[src/rtl/core/backslash_escape_decoder_core_assert.svh]
// ----------------------------------------------------------------------------
// Assertion macros for the backslash escape decoder
// Clocked on clock, disabled while reset is high.
// ----------------------------------------------------------------------------
`ifndef BACKSLASH_ESCAPE_DECODER_CORE_ASSERT_SVH
`define BACKSLASH_ESCAPE_DECODER_CORE_ASSERT_SVH

// Property must hold on every clock edge.
`define BSED_ASSERT(name, prop, msg) \
   name: assert property (@(posedge clock) disable iff (reset) (prop)) else $error(msg);

// Antecedent implies consequent on the same edge.
`define BSED_ASSERT_IMP(name, ante, cons, msg) \
   name: assert property (@(posedge clock) disable iff (reset) (ante) |-> (cons)) \
      else $error(msg);

`endif

[src/rtl/core/bsed_pkg.sv]
// ----------------------------------------------------------------------------
// bsed_pkg
// Types and constants shared by the backslash escape decoder modules.
// ----------------------------------------------------------------------------
`default_nettype none

package bsed_pkg;

   localparam int NUM_SLOTS = 4;
   localparam int COUNT_W   = $clog2(NUM_SLOTS + 1);
   localparam int IDX_W     = $clog2(NUM_SLOTS);

   // configuration register indexes
   localparam logic CSR_ESCAPES  = 1'b0;
   localparam logic CSR_SUPPRESS = 1'b1;

   localparam logic [7:0] CHAR_BSLASH  = 8'h5C;
   localparam logic [7:0] CHAR_SPACE   = 8'h20;
   localparam logic [7:0] CHAR_NL      = 8'h0A;
   localparam logic [7:0] CHAR_LC_X    = 8'h78;
   localparam logic [7:0] CHAR_LC_A    = 8'h61;
   localparam logic [7:0] CHAR_LC_B    = 8'h62;
   localparam logic [7:0] CHAR_LC_C    = 8'h63;
   localparam logic [7:0] CHAR_LC_E    = 8'h65;
   localparam logic [7:0] CHAR_LC_F    = 8'h66;
   localparam logic [7:0] CHAR_LC_N    = 8'h6E;
   localparam logic [7:0] CHAR_LC_R    = 8'h72;
   localparam logic [7:0] CHAR_LC_T    = 8'h74;
   localparam logic [7:0] CHAR_LC_V    = 8'h76;
   localparam logic [7:0] CHAR_ZERO    = 8'h30;
   localparam logic [7:0] CTRL_BEL     = 8'h07;
   localparam logic [7:0] CTRL_BS      = 8'h08;
   localparam logic [7:0] CTRL_ESC     = 8'h1B;
   localparam logic [7:0] CTRL_FF      = 8'h0C;
   localparam logic [7:0] CTRL_CR      = 8'h0D;
   localparam logic [7:0] CTRL_TAB     = 8'h09;
   localparam logic [7:0] CTRL_VT      = 8'h0B;

   typedef enum logic [2:0] {
      MODE_NORMAL,
      MODE_BSLASH,
      MODE_OCTAL,
      MODE_HEX1,
      MODE_HEX2,
      MODE_STOPPED
   } mode_type;

   typedef struct packed {
      mode_type    mode;
      logic [8:0]  value;
      logic [1:0]  digits;
   } dec_state_type;

   localparam dec_state_type IDLE_STATE = '{mode: MODE_NORMAL, value: 9'd0, digits: 2'd0};

   typedef struct packed {
      logic escapes;
      logic suppress;
   } cfg_type;

   typedef struct packed {
      logic [7:0] data;
      logic       valid;
      logic       last;
      logic       done;
   } rsp_entry_type;

   typedef struct packed {
      logic [COUNT_W-1:0]                 count;
      rsp_entry_type [NUM_SLOTS-1:0]      entry;
      dec_state_type                      next;
   } dec_result_type;

endpackage

`default_nettype wire

[src/rtl/core/bsed_decode.sv]
// ----------------------------------------------------------------------------
// bsed_decode
// Combinational decode of one request: result bytes and next decoder state.
// ----------------------------------------------------------------------------
`default_nettype none

module bsed_decode (
   input  wire bsed_pkg::dec_state_type  state_cur,
   input  wire bsed_pkg::cfg_type        cfg,
   input  wire logic [7:0]               in_byte,
   input  wire logic                     byte_present,
   input  wire logic                     end_of_arg,
   input  wire logic                     end_of_message,
   output bsed_pkg::dec_result_type      result
);

   function automatic bsed_pkg::rsp_entry_type mk(input logic [7:0] b);
      bsed_pkg::rsp_entry_type r;
      r.data  = b;
      r.valid = 1'b1;
      r.last  = 1'b0;
      r.done  = 1'b0;
      return r;
   endfunction

   function automatic logic [4:0] hex_digit(input logic [7:0] b);
      logic [4:0] r;
      r = 5'd0;
      if (b >= 8'h30 && b <= 8'h39)      r = {1'b1, b[3:0]};
      else if ((b >= 8'h61 && b <= 8'h66) || (b >= 8'h41 && b <= 8'h46))
         r = {1'b1, b[3:0] + 4'd9};
      return r;
   endfunction

   bsed_pkg::dec_state_type                       st;
   bsed_pkg::rsp_entry_type [bsed_pkg::NUM_SLOTS-1:0] e;
   logic [bsed_pkg::COUNT_W-1:0]                  n;
   logic                                          eoa;
   logic                                          is_oct;
   logic [4:0]                                    hx;

   always_comb begin
      st     = state_cur;
      e      = '0;
      n      = '0;
      eoa    = end_of_arg | end_of_message;
      is_oct = (in_byte[7:3] == 5'b00110);
      hx     = hex_digit(in_byte);

      if (st.mode == bsed_pkg::MODE_STOPPED) begin
         // swallow everything until the message ends
         if (end_of_message) st = bsed_pkg::IDLE_STATE;
      end else begin
         if (byte_present) begin
            if (cfg.escapes) begin
               unique case (st.mode)
                  bsed_pkg::MODE_BSLASH: begin
                     st = bsed_pkg::IDLE_STATE;
                     case (in_byte)
                        bsed_pkg::CHAR_BSLASH: begin
                           e[n[bsed_pkg::IDX_W-1:0]] = mk(bsed_pkg::CHAR_BSLASH); n = n + 1'b1;
                        end
                        bsed_pkg::CHAR_LC_A: begin
                           e[n[bsed_pkg::IDX_W-1:0]] = mk(bsed_pkg::CTRL_BEL); n = n + 1'b1;
                        end
                        bsed_pkg::CHAR_LC_B: begin
                           e[n[bsed_pkg::IDX_W-1:0]] = mk(bsed_pkg::CTRL_BS); n = n + 1'b1;
                        end
                        bsed_pkg::CHAR_LC_E: begin
                           e[n[bsed_pkg::IDX_W-1:0]] = mk(bsed_pkg::CTRL_ESC); n = n + 1'b1;
                        end
                        bsed_pkg::CHAR_LC_F: begin
                           e[n[bsed_pkg::IDX_W-1:0]] = mk(bsed_pkg::CTRL_FF); n = n + 1'b1;
                        end
                        bsed_pkg::CHAR_LC_N: begin
                           e[n[bsed_pkg::IDX_W-1:0]] = mk(bsed_pkg::CHAR_NL); n = n + 1'b1;
                        end
                        bsed_pkg::CHAR_LC_R: begin
                           e[n[bsed_pkg::IDX_W-1:0]] = mk(bsed_pkg::CTRL_CR); n = n + 1'b1;
                        end
                        bsed_pkg::CHAR_LC_T: begin
                           e[n[bsed_pkg::IDX_W-1:0]] = mk(bsed_pkg::CTRL_TAB); n = n + 1'b1;
                        end
                        bsed_pkg::CHAR_LC_V: begin
                           e[n[bsed_pkg::IDX_W-1:0]] = mk(bsed_pkg::CTRL_VT); n = n + 1'b1;
                        end
                        bsed_pkg::CHAR_LC_C: begin
                           // stop marker, no byte
                           e[n[bsed_pkg::IDX_W-1:0]] = '0; n = n + 1'b1;
                           st.mode = bsed_pkg::MODE_STOPPED;
                        end
                        bsed_pkg::CHAR_ZERO: begin
                           st.mode   = bsed_pkg::MODE_OCTAL;
                           st.digits = 2'd3;
                        end
                        bsed_pkg::CHAR_LC_X: begin
                           st.mode = bsed_pkg::MODE_HEX1;
                        end
                        default: begin
                           if (is_oct) begin
                              st.mode   = bsed_pkg::MODE_OCTAL;
                              st.value  = {6'd0, in_byte[2:0]};
                              st.digits = 2'd2;
                           end else begin
                              e[n[bsed_pkg::IDX_W-1:0]] = mk(bsed_pkg::CHAR_BSLASH); n = n + 1'b1;
                              e[n[bsed_pkg::IDX_W-1:0]] = mk(in_byte); n = n + 1'b1;
                           end
                        end
                     endcase
                  end
                  bsed_pkg::MODE_OCTAL: begin
                     if (is_oct && st.digits != 2'd0) begin
                        st.value  = {st.value[5:0], in_byte[2:0]};
                        st.digits = st.digits - 2'd1;
                        if (st.digits == 2'd0) begin
                           e[n[bsed_pkg::IDX_W-1:0]] = mk(st.value[7:0]); n = n + 1'b1;
                           st = bsed_pkg::IDLE_STATE;
                        end
                     end else begin
                        e[n[bsed_pkg::IDX_W-1:0]] = mk(st.value[7:0]); n = n + 1'b1;
                        st = bsed_pkg::IDLE_STATE;
                        if (in_byte == bsed_pkg::CHAR_BSLASH) st.mode = bsed_pkg::MODE_BSLASH;
                        else begin
                           e[n[bsed_pkg::IDX_W-1:0]] = mk(in_byte); n = n + 1'b1;
                        end
                     end
                  end
                  bsed_pkg::MODE_HEX1: begin
                     if (hx[4]) begin
                        st.value = {5'd0, hx[3:0]};
                        st.mode  = bsed_pkg::MODE_HEX2;
                     end else begin
                        e[n[bsed_pkg::IDX_W-1:0]] = mk(bsed_pkg::CHAR_BSLASH); n = n + 1'b1;
                        e[n[bsed_pkg::IDX_W-1:0]] = mk(bsed_pkg::CHAR_LC_X); n = n + 1'b1;
                        st = bsed_pkg::IDLE_STATE;
                        if (in_byte == bsed_pkg::CHAR_BSLASH) st.mode = bsed_pkg::MODE_BSLASH;
                        else begin
                           e[n[bsed_pkg::IDX_W-1:0]] = mk(in_byte); n = n + 1'b1;
                        end
                     end
                  end
                  bsed_pkg::MODE_HEX2: begin
                     if (hx[4]) begin
                        e[n[bsed_pkg::IDX_W-1:0]] = mk({st.value[3:0], hx[3:0]}); n = n + 1'b1;
                        st = bsed_pkg::IDLE_STATE;
                     end else begin
                        e[n[bsed_pkg::IDX_W-1:0]] = mk(st.value[7:0]); n = n + 1'b1;
                        st = bsed_pkg::IDLE_STATE;
                        if (in_byte == bsed_pkg::CHAR_BSLASH) st.mode = bsed_pkg::MODE_BSLASH;
                        else begin
                           e[n[bsed_pkg::IDX_W-1:0]] = mk(in_byte); n = n + 1'b1;
                        end
                     end
                  end
                  default: begin
                     st = bsed_pkg::IDLE_STATE;
                     if (in_byte == bsed_pkg::CHAR_BSLASH) st.mode = bsed_pkg::MODE_BSLASH;
                     else begin
                        e[n[bsed_pkg::IDX_W-1:0]] = mk(in_byte); n = n + 1'b1;
                     end
                  end
               endcase
            end else begin
               // escapes off: flush whatever is pending, then raw byte
               unique case (st.mode) inside
                  bsed_pkg::MODE_BSLASH: begin
                     e[n[bsed_pkg::IDX_W-1:0]] = mk(bsed_pkg::CHAR_BSLASH); n = n + 1'b1;
                  end
                  bsed_pkg::MODE_OCTAL, bsed_pkg::MODE_HEX2: begin
                     e[n[bsed_pkg::IDX_W-1:0]] = mk(st.value[7:0]); n = n + 1'b1;
                  end
                  bsed_pkg::MODE_HEX1: begin
                     e[n[bsed_pkg::IDX_W-1:0]] = mk(bsed_pkg::CHAR_BSLASH); n = n + 1'b1;
                     e[n[bsed_pkg::IDX_W-1:0]] = mk(bsed_pkg::CHAR_LC_X); n = n + 1'b1;
                  end
                  default: ;
               endcase
               st = bsed_pkg::IDLE_STATE;
               e[n[bsed_pkg::IDX_W-1:0]] = mk(in_byte); n = n + 1'b1;
            end
         end

         if (st.mode == bsed_pkg::MODE_STOPPED) begin
            e[n[bsed_pkg::IDX_W-1:0] - 1'b1].last = 1'b1;
            e[n[bsed_pkg::IDX_W-1:0] - 1'b1].done = 1'b1;
            if (end_of_message) st = bsed_pkg::IDLE_STATE;
         end else begin
            if (eoa) begin
               unique case (st.mode) inside
                  bsed_pkg::MODE_BSLASH: begin
                     e[n[bsed_pkg::IDX_W-1:0]] = mk(bsed_pkg::CHAR_BSLASH); n = n + 1'b1;
                  end
                  bsed_pkg::MODE_OCTAL, bsed_pkg::MODE_HEX2: begin
                     e[n[bsed_pkg::IDX_W-1:0]] = mk(st.value[7:0]); n = n + 1'b1;
                  end
                  bsed_pkg::MODE_HEX1: begin
                     e[n[bsed_pkg::IDX_W-1:0]] = mk(bsed_pkg::CHAR_BSLASH); n = n + 1'b1;
                     e[n[bsed_pkg::IDX_W-1:0]] = mk(bsed_pkg::CHAR_LC_X); n = n + 1'b1;
                  end
                  default: ;
               endcase
               st = bsed_pkg::IDLE_STATE;
               if (end_of_message) begin
                  if (!cfg.suppress) begin
                     e[n[bsed_pkg::IDX_W-1:0]] = mk(bsed_pkg::CHAR_NL); n = n + 1'b1;
                  end
                  // nothing else came out: send a bare end marker
                  if (n == '0) begin
                     e[n[bsed_pkg::IDX_W-1:0]] = '0; n = n + 1'b1;
                  end
                  e[n[bsed_pkg::IDX_W-1:0] - 1'b1].done = 1'b1;
               end else begin
                  e[n[bsed_pkg::IDX_W-1:0]] = mk(bsed_pkg::CHAR_SPACE); n = n + 1'b1;
               end
            end
            if (n != '0) e[n[bsed_pkg::IDX_W-1:0] - 1'b1].last = 1'b1;
         end
      end

      result.count = n;
      result.entry = e;
      result.next  = st;
   end

endmodule

`default_nettype wire

[src/rtl/core/backslash_escape_decoder_core.sv]
// ----------------------------------------------------------------------------
// backslash_escape_decoder_core
// Echo-style backslash escape decoder with a small result buffer.
// ----------------------------------------------------------------------------
// Requests carry one argument byte (or none, for an empty argument) with
// end-of-argument and end-of-message flags. Each request is decoded in the
// cycle it is accepted; its 0 to 4 result bytes land in a four-slot buffer
// and leave on the rsp channel one per cycle while rsp_tready is high, the
// first in the cycle after the request is accepted. While the receiver is
// ready, a request that yields at most one result sustains one request per
// clock; one that yields more holds req_tready low while the buffer drains.
// The buffer drain (one result per cycle while ready) sets the throughput.
// A new request is taken while the last buffered result is being handed
// over, so a stalled receiver stalls the request side as soon as the buffer
// holds any result.
// Reset empties the buffer, returns the decoder to normal mode and clears
// both configuration registers. csr writes are taken at any time but must
// only be issued while the block is idle.
// ----------------------------------------------------------------------------
`default_nettype none

module backslash_escape_decoder_core (
   input  wire  logic       clock,
   input  wire  logic       reset,
   input  wire  logic       req_tvalid,
   output logic             req_tready,
   input  wire  logic [7:0] req_tdata,   // [7:0] in_byte
   input  wire  logic [1:0] req_tuser,   // [0] byte_present, [1] end_of_arg
   input  wire  logic       req_tlast,   // end_of_message
   output logic             rsp_tvalid,
   input  wire  logic       rsp_tready,
   output logic [7:0]       rsp_tdata,   // [7:0] out_byte
   output logic [1:0]       rsp_tuser,   // [0] byte_valid, [1] last_of_item
   output logic             rsp_tlast,   // message_done
   input  wire  logic       csr_we,
   input  wire  logic       csr_addr,
   input  wire  logic       csr_wdata
);

   bsed_pkg::dec_state_type                              state_ff, state_in;
   bsed_pkg::cfg_type                                    cfg_ff, cfg_in;
   bsed_pkg::dec_result_type                             dec;
   bsed_pkg::rsp_entry_type [bsed_pkg::NUM_SLOTS-1:0]    slot_ff, slot_in;
   logic [bsed_pkg::COUNT_W-1:0]                         left_ff, left_in;
   logic [bsed_pkg::IDX_W-1:0]                           rd_ff, rd_in;
   bsed_pkg::rsp_entry_type                              head;
   logic                                                 req_fire;
   logic                                                 rsp_fire;

   bsed_decode u_decode (
      .state_cur      (state_ff),
      .cfg            (cfg_ff),
      .in_byte        (req_tdata),
      .byte_present   (req_tuser[0]),
      .end_of_arg     (req_tuser[1]),
      .end_of_message (req_tlast),
      .result         (dec)
   );

   assign head       = slot_ff[rd_ff];
   assign rsp_tvalid = (left_ff != '0);
   assign rsp_tdata  = head.data;
   assign rsp_tuser  = {head.last, head.valid};
   assign rsp_tlast  = head.done;
   assign rsp_fire   = rsp_tvalid && rsp_tready;

   // free once the buffer is empty or its final result goes out this cycle
   assign req_tready = (left_ff == '0) ||
                       ((left_ff == bsed_pkg::COUNT_W'(1)) && rsp_tready);
   assign req_fire   = req_tvalid && req_tready;

   always_comb begin
      state_in = state_ff;
      slot_in  = slot_ff;
      left_in  = left_ff;
      rd_in    = rd_ff;
      cfg_in   = cfg_ff;
      if (csr_we) begin
         unique case (csr_addr)
            bsed_pkg::CSR_ESCAPES:  cfg_in.escapes  = csr_wdata;
            bsed_pkg::CSR_SUPPRESS: cfg_in.suppress = csr_wdata;
            default: ;
         endcase
      end
      if (req_fire) begin
         state_in = dec.next;
         slot_in  = dec.entry;
         left_in  = dec.count;
         rd_in    = '0;
      end else if (rsp_fire) begin
         left_in = left_ff - 1'b1;
         rd_in   = rd_ff + 1'b1;
      end
   end

   always_ff @(posedge clock) begin
      if (reset) begin
         state_ff <= bsed_pkg::IDLE_STATE;
         cfg_ff   <= '0;
         left_ff  <= '0;
         rd_ff    <= '0;
      end else begin
         state_ff <= state_in;
         cfg_ff   <= cfg_in;
         left_ff  <= left_in;
         rd_ff    <= rd_in;
      end
   end

   always_ff @(posedge clock) begin
      slot_ff <= slot_in;
   end

`include "backslash_escape_decoder_core_assert.svh"

   `BSED_ASSERT(a_left_bound, left_ff <= bsed_pkg::COUNT_W'(bsed_pkg::NUM_SLOTS), "buffer overfilled")
   `BSED_ASSERT_IMP(a_rd_in_range, left_ff != '0, ({1'b0, rd_ff} + left_ff) <= bsed_pkg::COUNT_W'(bsed_pkg::NUM_SLOTS), "read pointer past buffered results")
   `BSED_ASSERT_IMP(a_item_end, rsp_tvalid && left_ff == bsed_pkg::COUNT_W'(1), head.last, "final buffered result lacks item end")
   `BSED_ASSERT_IMP(a_done_is_last, rsp_tvalid && head.done, head.last, "message end not on last result of request")
   `BSED_ASSERT_IMP(a_marker_zero, rsp_tvalid && !head.valid, head.done && head.data == 8'd0, "marker result malformed")

endmodule

`default_nettype wire
[config.mk]
export PLATFORM = sky130hd
export DESIGN_NAME = backslash_escape_decoder_core
export DESIGN_NICKNAME = d
export VERILOG_FILES = /design/src/rtl/core/bsed_pkg.sv /design/src/rtl/core/bsed_decode.sv /design/src/rtl/core/backslash_escape_decoder_core.sv
export VERILOG_INCLUDE_DIRS = /design/src /design/src/rtl/core
export SDC_FILE = /design/constraint.sdc
export NUM_CORES = 1
export LEC_CHECK = 0
export BUFFER_PORTS_ARGS = -buffer_cell sky130_fd_sc_hd__buf_2
export CORE_MARGIN = 4
export CORE_UTILIZATION = 60
export CTS_CLUSTER_DIAMETER = 60
export DETAILED_ROUTE_END_ITERATION = 10
export GPL_ROUTABILITY_DRIVEN = 1
export PLACE_DENSITY_LB_ADDON = 0.2
export SYNTH_ARGS = -nofsm -noshare
export SYNTH_HDL_FRONTEND = slang
export SYNTH_SLANG_ARGS = --single-unit
[constraint.sdc]
create_clock -name clock -period 6.75 [get_ports clock]
set_clock_uncertainty 0.05 [all_clocks]
set_input_delay 0.675 -clock clock [delete_from_list [all_inputs] [get_ports clock]]
set_output_delay 0.675 -clock clock [all_outputs]
set_load 0.005 [all_outputs]
Word level (Yosys, flattened, before mapping)
Index checks and enable logic that the tools add are counted.
Word-level totals
  register bits: 65
  bits of input ports: 18
  output and inout port bits: 13
Operators by class
  $lt $le $gt $ge: 23
  multiplexer cells: 131
  add/sub/neg operators: 12
  reduce and logical (&&, ||, !) cells: 39
  bitwise gates (word level): 16
  equal/unequal tests: 25
Operator list (count)
  44-bit 2-to-1 mux: 21
  44-bit bitwise mux: 6
  11-bit 2-to-1 mux: 21
  11-bit demux with 2-bit select: 9
  14-bit 2-to-1 mux: 11
  44-bit one-hot mux with 3 select lines: 1
  11-bit one-hot mux with 10 select lines: 1
  8-bit by 7-bit == test with 1-bit output (second input constant): 11
  11-bit one-hot mux with 4 select lines: 2
  3-bit 2-to-1 mux: 28
  33-bit 2-to-1 mux: 2
  14-bit one-hot mux with 4 select lines: 1
  24-bit bitwise AND: 2
  24-bit inverter: 2
  44-bit bitwise AND: 1
  44-bit inverter: 1
  20-bit OR: 2
  36-bit bitwise AND: 1
  36-bit inverter: 1
  32-bit bitwise AND: 1
  32-bit inverter: 1
  2-bit by 3-bit less-than comparator with 1-bit output (second input constant): 9
  3-bit one-hot mux with 4 select lines: 2
  11-bit binary-select mux with 2-bit select: 1
  44 further kinds: 108

Longest topological paths before layout
  depth after elaboration: 41
  gate-level depth with buffers: 27

Cells and area by module
From an unflattened synthesis, not the netlist that was laid out.
Unflattened totals
  cells, all modules: 866
  area, all modules: 6812.8 um2
Modules (own cells, without submodules)
  bsed_decode: times used 1, area each 4252.8 um2, cells each 694, sequential area each 0.0 um2
  backslash_escape_decoder_core: times used 1, area each 2560.0 um2, cells each 172, sequential area each 1741.7 um2

Worst setup path after synthesis
No wires, ideal clock.
  path type: input port to flip-flop
  from: input req_tdata[0]
  to: register slot_ff[1] (netlist name) (data pin)
  stages: 24
  path slack: 1029 ps
  data arrival time: 5406 ps
  path through: clkbuf_1 > inv_1 > ha_1 > a2111oi_4 > o21ai_2 > buf_4 > o311ai_1 > o211a_1 > buf_2 > inv_1 > ha_1 > inv_1 > o2111ai_1 > o21ai_0 > ha_1 > o221ai_2 > ha_1 > inv_1 > nor2_1 > a21boi_2 > nor4_1 > a2111o_1 > nor2_2 > o31ai_1
On the way
  word-level cells in the longest chain between the ends: 41
  elaborated cells between the ends (all ways): 154
Ends and longest elaborated chain
  start: declaration: RTL line backslash_escape_decoder_core.sv:27  | input wire logic [7:0] req_tdata,
  parallel branches: the longest is 40 deep, another holds 8-bit by 7-bit greater-or-equal comparator with 1-bit output
  44-bit 2-to-1 mux (*): RTL line bsed_decode.sv:183  | if (st.mode == bsed_pkg::MODE_STOPPED) begin
  end signal: assignment: RTL line backslash_escape_decoder_core.sv:111  | slot_ff <= slot_in;
  end: declaration: RTL line backslash_escape_decoder_core.sv:43  | bsed_pkg::rsp_entry_type [bsed_pkg::NUM_SLOTS-1:0] slot_ff, slot_in;
Mark *: on every way between the ends. The select of a mux whose other input is x is not followed.
A chain may end at the register's enable or synchronous reset.

Worst setup path in the final report
  from: input req_tdata[1]
  to: register slot_ff[1] (netlist name) (data pin)
The elaborated chain is that of the path after synthesis.

==> impl_metrics.py <==
metrics = {
    "status": {
        "status": "complete, no violations",
    },
    "sta": {
        "fin_ws_ns": 0.6027,
        "slew_headroom": 0.2921,
        "tns_ns": 0,
        "hold_viol": 0,
        "fin_crit_sh": 0.9107,
        "rsz0062_at_grt": "false",
        "setup_viol": 0,
        "max_clock_freq_ghz": 0.1627,
        "min_period_ns": 6.147,
        "tightest_slew_ns": 1.035,
        "drv_slew": 0,
    },
    "logic_synthesis": {
        "synth_commonest_cells": "nor2_1, a21oi_1, nand2_1, edfxtp_1, clkbuf_1",
        "avgSynthCellArea_um2": 8.119,
        "synth_xor_area_frac": 0.01472,
        "synth-edff-count": 44,
        "synth_top_cell_area_share": 0.2073,
        "synth.area.top_cells": "edfxtp_1, dfxtp_1, a21oi_1",
        "ys.flop_type": "edfxtp_1",
        "synth_seq_area_share": 0.2701,
        "synth_nets": 829,
        "synth-async-reset-ratio": 0,
        "postSynthCellCount": 785,
        "yosys_warnings": 0,
        "synthAdderAreaFrac": 0.05104,
        "synth_cell_type_count": 105,
        "synth_largest_area_cell": "edfxtp_1",
        "yosys_register_bits": 64,
        "synth.most_common_cell": "nor2_1",
        "synth_mux_area_frac": 0.05477,
        "synth_compound_area_frac": 0.3055,
        "synth_top_family_by_area": "compound AO/OA/AOI/OAI gates",
        "netlist_area_um2": 6374,
        "yosys.area_share.simple": 0.2485,
    },
    "floorplanning": {
        "start_util": 0.6174,
        "die_x_um": 111.1,
        "die_area_um2": 12340,
        "placementRows": 37,
        "die_h_um": 111.1,
        "ios": 31,
        "coreArea_um2": 10320,
    },
    "drt": {
        "wl_met2_mm": 9.452,
        "wl_per_cell_um": 24.19,
        "via_per_inst": 7.326,
        "route.detailed.drc": 0,
        "wl_met1_mm": 8.825,
        "drtAntennaViolNets": 0,
        "vias": 6784,
        "first_pass_iters": 6,
        "wl_mm": 22.40,
        "topRoutingLayerUsed": "met4",
        "first_iter_violations": 1075,
        "dr_wl_met3_mm": 3.115,
    },
    "clock_tree": {
        "holdBufCountCts": 0,
        "clock_latency_ns": 0.36,
        "tritoncts": "built",
        "numCtsBuffers": 9,
        "cts_buffer_depth": 2,
        "clock_sinks": 64,
        "htreeDepth": 3,
        "cts.clk_slew.worst_paths_ns": 0.07,
        "cts_resized": 0,
        "post-cts-setup-buffers": 0,
        "cts_root_buf": "clkbuf_8",
    },
    "worst_hold_path": {
        "hold_path_depth": 2,
        "min-delay-start": "left_ff[1]",
        "hold_class": "register to register",
    },
    "pwr": {
        "ir_worst_vdd_mv": 0.2707,
        "p_leak_nw": 2.393,
        "power_density_nw_per_um2": 204.4,
    },
    "worst_setup_path": {
        "startpoint_type": "primary input",
        "startpoint": "req_tdata[1]",
        "crit_fanout": 15,
        "crit_type": "primary input to register",
        "rr_worst_depth": 20,
        "critPathArrivalTime_ns": 6.19,
        "r2r-start": "state_ff[12]",
        "required_ns": 6.79,
        "end_kind": "register",
    },
    "layout": {
        "diodes": 0,
        "n_fill_cell": 909,
        "area_delta_synth_final_pct": 6.243,
        "nets": 829,
        "drive_gt1_frac": 0.1532,
        "final_core_util": 0.6559,
    },
    "global_route": {
        "overflow": 0,
        "grt_pass1_vias": 6323,
        "antenna_found_initial": 0,
        "grt_max_degree": 50,
        "grt_pass1_wl_mm": 35.47,
        "grt_use_total": 0.3610,
    },
    "place": {
        "port_buffers": 30,
        "gp_congestion": 1.039,
        "dp_slack_ns": 0.3882,
        "dp_hpwl_mm": 16.79,
    },
    "flow_run": {
        "cap_violations": 0,
    },
}
flip-flops by register name, indices dropped and copies added, names as in the netlist:
| name | flops |
|---|---|
| left_ff | 3 |
| rd_ff | 2 |
| state_ff | 13 |
| slot_ff | 44 |
| cfg_ff | 2 |
placed cells by master, fill, tap and decap left out, types with 22 or more instances in the layout:
master	instances
nand3_1	30
buf_2	30
a21oi_1	78
nor3_1	22
nand2_1	77
ha_1	26
o21ai_0	31
inv_1	26
nor2_1	83
edfxtp_1	44
area by class of cell:
| cell class | instances | area, um^2 | area share |
|---|---|---|---|
| multi-input combinational | 637 | 4299 | 0.6349 |
| sequential | 64 | 1722 | 0.2542 |
| timing repair buffer | 43 | 247.7 | 0.03659 |
| tap | 136 | 170.2 | 0.02513 |
| clock buffer | 9 | 123.9 | 0.01829 |
| inverter | 30 | 112.6 | 0.01663 |
| clock inverter | 7 | 96.34 | 0.01423 |
metal layers:
| layer | vias up | track usage |
|---|---|---|
| li1 | 2990 | - |
| met1 | 3155 | 0.5193 |
| met2 | 546 | 0.5295 |
| met3 | 93 | 0.08734 |
| met4 | 0 | 0.1281 |
| met5 | - | 0 |
final timing paths:
| kind | to | slack (ns) |
|---|---|---|
| worst max register to register | slot_ff[1] | 0.84 |
| worst max-delay path | slot_ff[1] | 0.60 |
| worst min register to register | left_ff[1] | 0.46 |
| worst min-delay path | left_ff[1] | 0.46 |
worst max-delay path: stages:
cell and delay (ns):
buf_2 0.27, inv_1 0.16, ha_1 0.29, nand2b_1 0.11, o21ai_1 0.11, o21ai_2 0.39
o22ai_2 0.25, a211oi_2 0.39, or3_1 0.28, inv_2 0.11, ha_1 0.33, inv_1 0.07
o2111ai_1 0.27, o21ai_0 0.23, ha_1 0.36, o221ai_2 0.25, ha_1 0.24, inv_1 0.05
nor2_1 0.16, a21boi_2 0.34, nor4_1 0.11, a2111o_1 0.43, nor2_2 0.19, o31ai_1 0.12
logic make-up (layout without fill, tap and decap cells):
group | Yosys count | after routing
multiplexers | 21 | 21
XOR/XNOR | 9 | 9
buffers and inverters | 84 | 89
AND/OR/NAND/NOR | 308 | 308
AO/OA/AOI/OAI | 273 | 273
adder cells (fa/ha/maj) | 26 | 26
flip-flops | 64 | 64
power by group:
group / internal [mW] / leakage, nW / switching, mW / total (mW)
sequential: 0.537 / 0.588 / 0.0506 / 0.587
clock: 0.208 / 0.113 / 0.165 / 0.373
combinational: 0.172 / 1.69 / 0.251 / 0.424
total: 0.917 / 2.39 / 0.467 / 1.38
through the flow:
stage	area, um^2	hold WS (ns)	instances	power (mW)
6_report	6771	0.4557	926	1.384
5_1_grt	6771	0.4937	926	1.448
4_1_cts	6771	0.4573	926	1.378
3_5_place_dp	6551	0.4465	910	1.012
3_3_place_gp	6551	0.4225	910	0.9874
2_1_floorplan	6374	0.4038	785	0.8699
No activity file was read; power rests on OpenSTA's default activity.
